### src/rtl/core/bdpe_pkg.sv
// Package for the bounded path enumerator: sizes, register indexes and
// shared controller/datapath command and status types. No dependencies.
package bdpe_pkg;

    localparam int MAX_NODES_DEF = 32;
    localparam int MAX_HOPS_DEF  = 6;
    localparam int MAX_CAND_DEF  = 16;
    localparam int NODE_FIELDS   = 7;
    localparam int NODE_W        = 5;
    localparam int HOP_W         = 3;

    // configuration register indexes
    localparam logic [1:0] REG_NUM_TOR   = 2'd0;
    localparam logic [1:0] REG_MAX_HOPS  = 2'd1;
    localparam logic [1:0] REG_MAX_CAND  = 2'd2;
    localparam logic [1:0] REG_FORCE_DIR = 2'd3;

    // datapath operations issued by the controller
    typedef enum logic [3:0] {
        OP_NONE,
        OP_LINK_WR,
        OP_QUERY_INIT,
        OP_DIRECT,
        OP_WALK_START,
        OP_WALK_STEP,
        OP_SORT_STEP,
        OP_EMIT
    } dp_op_t;

    typedef struct packed {
        dp_op_t op;
    } dp_cmd_t;

    typedef struct packed {
        logic query_ok;
        logic direct_only;
        logic walk_done;
        logic sort_done;
        logic emit_last;
        logic none_found;
    } dp_stat_t;

endpackage

### src/rtl/core/bdpe_ctrl.sv
// Controller state machine for the path enumerator.
// Depends on bdpe_pkg; drives the datapath through dp_cmd_t, reads dp_stat_t.
module bdpe_ctrl (
    input  logic                aclk,
    input  logic                aresetn,
    input  logic                in_fire,
    input  logic                in_query,
    input  logic                out_free,
    input  bdpe_pkg::dp_stat_t  stat,
    output bdpe_pkg::dp_cmd_t   cmd,
    output logic                in_ready
);

    typedef enum logic [2:0] {
        S_IDLE, S_INIT, S_DIRECT, S_WALK, S_SORT, S_EMIT
    } state_t;

    state_t state_reg, state_next;

    // next state and command
    always_comb begin
        state_next = state_reg;
        cmd.op     = bdpe_pkg::OP_NONE;
        in_ready   = (state_reg == S_IDLE);
        unique case (state_reg)
            S_IDLE: begin
                if (in_fire) begin
                    if (in_query) begin
                        cmd.op     = bdpe_pkg::OP_QUERY_INIT;
                        state_next = S_INIT;
                    end else begin
                        cmd.op = bdpe_pkg::OP_LINK_WR;
                    end
                end
            end
            S_INIT: begin
                if (stat.query_ok) begin
                    cmd.op     = bdpe_pkg::OP_DIRECT;
                    state_next = S_DIRECT;
                end else begin
                    state_next = S_EMIT;
                end
            end
            S_DIRECT: begin
                if (stat.direct_only) begin
                    state_next = S_SORT;
                end else begin
                    cmd.op     = bdpe_pkg::OP_WALK_START;
                    state_next = S_WALK;
                end
            end
            S_WALK: begin
                if (stat.walk_done) begin
                    state_next = S_SORT;
                end else begin
                    cmd.op = bdpe_pkg::OP_WALK_STEP;
                end
            end
            S_SORT: begin
                if (stat.sort_done) begin
                    state_next = S_EMIT;
                end else begin
                    cmd.op = bdpe_pkg::OP_SORT_STEP;
                end
            end
            S_EMIT: begin
                if (out_free) begin
                    cmd.op = bdpe_pkg::OP_EMIT;
                    if (stat.emit_last || stat.none_found) state_next = S_IDLE;
                end
            end
            default: state_next = S_IDLE;
        endcase
    end

    always_ff @(posedge aclk) begin
        if (!aresetn) state_reg <= S_IDLE;
        else          state_reg <= state_next;
    end

endmodule

### config.mk
export PLATFORM = sky130hd
export DESIGN_NAME = bdpe_ctrl
export DESIGN_NICKNAME = d
export VERILOG_FILES = /design/src/rtl/core/bdpe_pkg.sv /design/src/rtl/core/bdpe_ctrl.sv
export SDC_FILE = /design/constraint.sdc
export NUM_CORES = 1
export LEC_CHECK = 0
export BUFFER_PORTS_ARGS = -buffer_cell sky130_fd_sc_hd__buf_2
export CORE_AREA = 5 5 42 44
export DETAILED_ROUTE_END_ITERATION = 7
export DIE_AREA = 0 0 47 49
export GPL_TIMING_DRIVEN = 0
export PLACE_DENSITY = 0.49
export SLEW_MARGIN = 20
export SYNTH_ARGS = -nofsm -noshare
export SYNTH_HDL_FRONTEND = slang
export SYNTH_SLANG_ARGS = --single-unit
export TNS_END_PERCENT = 10
### constraint.sdc
create_clock -name aclk -period 1.2 [get_ports aclk]
set_clock_uncertainty 0.1 [all_clocks]
set_input_delay 0 -clock aclk [delete_from_list [all_inputs] [get_ports aclk]]
set_output_delay 0 -clock aclk [all_outputs]
set_load 0.02 [all_outputs]
======== Word-level counts from Yosys, hierarchy flattened ========
Cells that the tools add are included.
storage, ports and cells
  register bits after elaboration ......... 3
  bits in latches ......................... 0
  bits in writable memories ............... 0
  memory bits (read-only) ................. 0
  output and inout bits ................... 5
  word-level logic and storage cells ...... 32
  memories kept ........................... 0
cells by class
  $add $sub $neg .......................... 0
  multipliers ............................. 0
  divide/modulo/power cells ............... 0
  order comparisons ....................... 0
  eq/ne operators ......................... 11
  shift operators ......................... 0
  mux-type cells .......................... 17
  bitwise logic cells ..................... 0
  reductions and logical operators ........ 3
operators with widths
  kind                                                                    count
  3-bit two-way mux                                                       12
  3-bit one-hot mux with 6 select lines                                   2
  2-bit inequality test (second input constant)                           6
  3-bit by 2-bit equality test with 1-bit output (second input constant)  2
  3-bit equality test (second input constant)                             2
  2-bit two-way mux                                                       3
  6-bit AND reduction                                                     1
  3-bit by 1-bit equality test with 1-bit output (second input constant)  1
  3-bit zero test                                                         1
  1-bit logical OR                                                        1

======== Longest topological paths before layout ========
  depth after elaboration ................. 4
  gate-level depth with buffers ........... 5

======== Worst setup path before layout ========
OpenSTA, ideal clock, no wires.
  path kind ............................... reg2reg
  start point ............................. register state_reg[0]
  end point ............................... register state_reg[2]
  library setup time ...................... 0.072 ns
  data arrival time ....................... 1.214 ns
  slack ................................... -0.186 ns
  cell stages (with the launch flop) ...... 5
  period minus slack after synthesis ...... 1.386 ns
  path through ............................ dfxtp_1 nor3_2 a211oi_2 o21ai_1 mux2i_1
between the ends
  cells in the longest elaborated chain, start to end .. 3
  elaborated cells between the ends (all ways) .. 14
RTL lines
  item                             line             source
  from (decl)                      bdpe_ctrl.sv:18  state_t state_reg, state_next;
  from (signal assigned)           bdpe_ctrl.sv:78  else state_reg <= state_next;
  3-bit zero test *                --
  net in_ready                     bdpe_ctrl.sv:11  output logic in_ready
  2-bit inequality test (no line)  --
  6-bit AND reduction (no line)    --
Mark *: on every way through the listed nets, which the timed path passes. The rest lies on a longest branch.
A chain may end at the register's enable or synchronous reset.

======== Worst setup path after layout ========
  start point ............................. register state_reg[0]
  end point ............................... register state_reg[2]
between the ends
  cells in the longest elaborated chain, start to end .. 3
  elaborated cells between the ends (all ways) .. 14
RTL lines
  item                                               line             source
  3-bit equality test, or another cell as far along  bdpe_ctrl.sv:25  unique case (state_reg)
  2-bit inequality test (no line)                    --
  6-bit AND reduction (no line)                      --
Several ways; a longest one is shown, not always the timed one.

==> results.tsv <==
stage	metric	value	unit
synthesis	Mapped Cells	49	
layout	Layout area overhead	76.0	%
timing	Final Hold Slack	0.0766	ns
global_route	total gr overflow	0	
clocking	Skew-Pair Late Insertion Delay	0.23	ns
run_status	violated checks	setup timing	
route	total vias in the final route	438	
power_and_ir_drop	P_int	0.838	mW
clocking	CTS Buffer Depth	2	
power_and_ir_drop	clock power share	12.0	%
clocking	TritonCTS buffer count	3	
route	initial DRC count	4	
floorplanning	Core ar.	1400	sq um
timing	final critical-path share of the clock period	117	%
floorplanning	initial core utilization	25.7	%
setup_path	Max Fanout on Critical Path	5	
global_route	first-pass GRT wire length	1640	um
layout	fin area	634	sq um
timing	Final Hold Viols	0	
floorplanning	Die Y	49	um
hold_path	Worst Hold Endpoint	state_reg[1]	
setup_path	CP max stage delay	0.34	ns
setup_path	Crit path required time	1.21	ns
setup_path	Crit path max-delay family	compound AO/OA/AOI/OAI gates	
global_route	largest net degree at the start of global routing	11	
route	ANT nets after route	0	
synthesis	Syn Area/Cell	7.35	sq um
floorplanning	FP Rows	14	
route	detailed-route wire length	1110	um
synthesis	library cells used by synthesis	24	
floorplanning	die extent in x	47	um
clocking	clk sinks	3	
place	# port buffers	14	
layout	Layout Nets	85	
power_and_ir_drop	Net Switching	0.629	mW
setup_path	r2r setup slk	-0.20	ns
synthesis	net count of the mapped netlist	60	
layout	area of the multi-input gates	332	sq um
setup_path	Startpoint Class	flop	
timing	fmax	714	MHz
global_route	initial antenna violation count	0	
timing	minimum clock period	1.40	ns
route	first drt pass iteration count	4	
setup_path	CP Capture Type	flop	
hold_path	hold depth	4	
timing	setup TNS	-0.842	ns
clocking	CTS tree	yes	
floorplanning	I/O pin count	16	
place	GP Congestion	0.735	
layout	flip-flop and latch area	68.8	sq um
setup_path	RR Startpoint	state_reg[0]	
power_and_ir_drop	Sw Share	42.9	%
timing	setup violators final	7	
clocking	H-tree Lvls	1	
power_and_ir_drop	combinational share of power	73.4	%
setup_path	crit-path cells	buf_6 -> and4bb_4 -> a211oi_4 -> o21ai_1 -> mux2i_1	
clocking	CTS root buf	clkbuf_4	
global_route	vias in the first global route	403	
setup_path	Crit path arrival time	1.41	ns
hold_path	hold path start	stat[4]	
setup_path	worst path bufs/invs	1	
synthesis	Cell Area, Synth	360	sq um
setup_path	RR Endpoint	state_reg[2]	
synthesis	synthesis-stage register bit count	3	
clocking	Clock transition at path regs	0.04	ns
route	Post-route DRC	0	
place	DP Area	478	sq um
power_and_ir_drop	Max VDD drop	0.00114	V
run_status	status	finished, violations left	
synthesis	yosys warns	0	
power_and_ir_drop	Leak	0.263	nW
setup_path	Critical-path top delay cell	dfxtp_4	
power_and_ir_drop	power share of the sequential group	14.6	%
layout	layout cell share with drive strength beyond 1	54.8	%
setup_path	kind of critical path	flop to flop	
timing	RSZ-0062 raised after global routing	yes	
route	vias per cell	4.92	
synthesis	post-synthesis sequential area ratio	16.7	%
global_route	gr usage total	9.44	%
hold_path	Hold WC Path Type	input port to flop	
timing	count of pins over their slew limit	0	
route	WL/cell	12.5	um
power_and_ir_drop	P per Cell Area	2310	nW/um^2
layout	fillers	153	
layout	Largest register FFs	3	
job	max cap viols	0	
timing	final setup margin	-0.202	ns
layout	n_diodes	0	
power_and_ir_drop	total power	1.47	mW
setup_path	cells on worst reg2reg path	5	
floorplanning	die area	2300	sq um
how the worst max path moves through the flow:
stage	start	end	depth (start not counted)
after floorplan	state_reg[2]	state_reg[2]	4
after global placement	state_reg[1]	state_reg[0]	4
after detailed placement	state_reg[1]	state_reg[0]	4
after CTS	state_reg[0]	cmd[1]	5
after global routing	state_reg[0]	state_reg[2]	5
final	state_reg[0]	state_reg[2]	5
synth_stat cells:
master	number	area [sq um]
conb_1	1	3.75
a221o_1	1	10.0
nor2_1	2	7.51
and4bb_4	1	16.3
nor4b_2	1	15.0
o22a_1	1	8.76
nand3_1	2	10.0
inv_1	1	3.75
o21ai_1	5	25.0
o2bb2ai_1	1	8.76
nand2_1	7	26.3
o21ai_0	2	10.0
nor2b_1	1	6.26
nor3b_1	2	15.0
o221a_1	1	11.3
dfxtp_1	3	60.1
nand2b_1	3	18.8
nor3_2	1	10.0
buf_2	2	10.0
mux2i_1	3	30.0
and2_0	1	6.26
a21oi_1	4	20.0
a211oi_2	1	12.5
buf_4	2	15.0
worst register-to-register path: stages, from the launching register on:
cell and delay [ns]:
dfxtp_4 0.34, buf_6 0.13, and4bb_4 0.22, a211oi_4 0.24, o21ai_1 0.12, mux2i_1 0.13
timing repair:
action,CTS,global route
resized for setup,19,3
buffers inserted,5,0
pin swaps,5,4
setup endpoints to repair,6,7
hold buffers,1,0
hold endpoints to repair,3,0
logic make-up after synthesis:
logic type	after synthesis	synth area share, %
AND/OR/NAND/NOR	21	36.5
other	1	1.04
multiplexers	3	8.33
flip-flops	3	16.7
buffers and inverters	5	7.98
AO/OA/AOI/OAI	16	29.5
stage by stage:
stage	cells	worst slack (ns)	utilization (%)
2_1_floorplan	49	-0.0482	-
3_3_place_gp	79	-0.170	34.1
3_5_place_dp	79	-0.152	34.1
4_1_cts	89	-0.174	44.2
5_1_grt	89	-0.263	45.3
6_report	89	-0.202	45.3
cell usage in the layout, fill, tap and decap left out:
| cell | Yosys | final |
|---|---|---|
| o21ai_0 | 2 | 2 |
| nor3b_2 | 0 | 1 |
| a21oi_2 | 0 | 2 |
| nand2_1 | 7 | 7 |
| o221a_1 | 1 | 1 |
| and4bb_4 | 1 | 1 |
| and2_0 | 1 | 1 |
| a21oi_1 | 4 | 2 |
| nand3_1 | 2 | 2 |
| clkbuf_4 | 0 | 3 |
| nor2b_2 | 0 | 1 |
| dfxtp_4 | 0 | 2 |
| dlygate4sd3_1 | 0 | 1 |
| nand2b_1 | 3 | 3 |
| nor3b_1 | 2 | 1 |
| o22a_1 | 1 | 1 |
| nor2_1 | 2 | 2 |
| buf_2 | 2 | 10 |
| clkbuf_1 | 0 | 1 |
| mux2i_4 | 0 | 1 |
| nor4b_4 | 0 | 1 |
| mux2i_1 | 3 | 2 |
| buf_4 | 2 | 7 |
| o2bb2ai_2 | 0 | 1 |
| inv_1 | 1 | 1 |
| o21ai_2 | 0 | 1 |
| nor3_4 | 0 | 1 |
| a221o_1 | 1 | 1 |
| a211oi_4 | 0 | 1 |
| o21ai_1 | 5 | 4 |
| buf_8 | 0 | 1 |
| dfxtp_2 | 0 | 1 |
| buf_6 | 0 | 5 |
| conb_1 | 1 | 1 |
routing by layer:
layer	up-vias	track usage [%]	part of all wire, %	routed length [um]
li1	226	-	-	-
met1	202	11.7	44	486
met2	10	15.6	50	560
met3	0	1.11	5.6	62
met4	0	4.15	0	0
met5	-	0	0	0
layout make-up:
type	instances	area share, %
multi-input cells	41	52.3
well taps	16	3.16
inverters	1	0.592
plain buffers	4	6.51
flip-flops and latches	3	10.8
clock buffers	4	4.14
repair buffers	20	22.5
power by group through the flow:
stage	Sequential [mW]	Combinational [mW]	Clock, mW
after floorplan	0.203	0.607	0
after global placement	0.219	0.779	0
after detailed placement	0.220	0.774	0
after CTS	0.212	1.03	0.185
after global routing	0.221	1.16	0.191
final	0.215	1.08	0.176
Power figures use the tool's default switching activity.
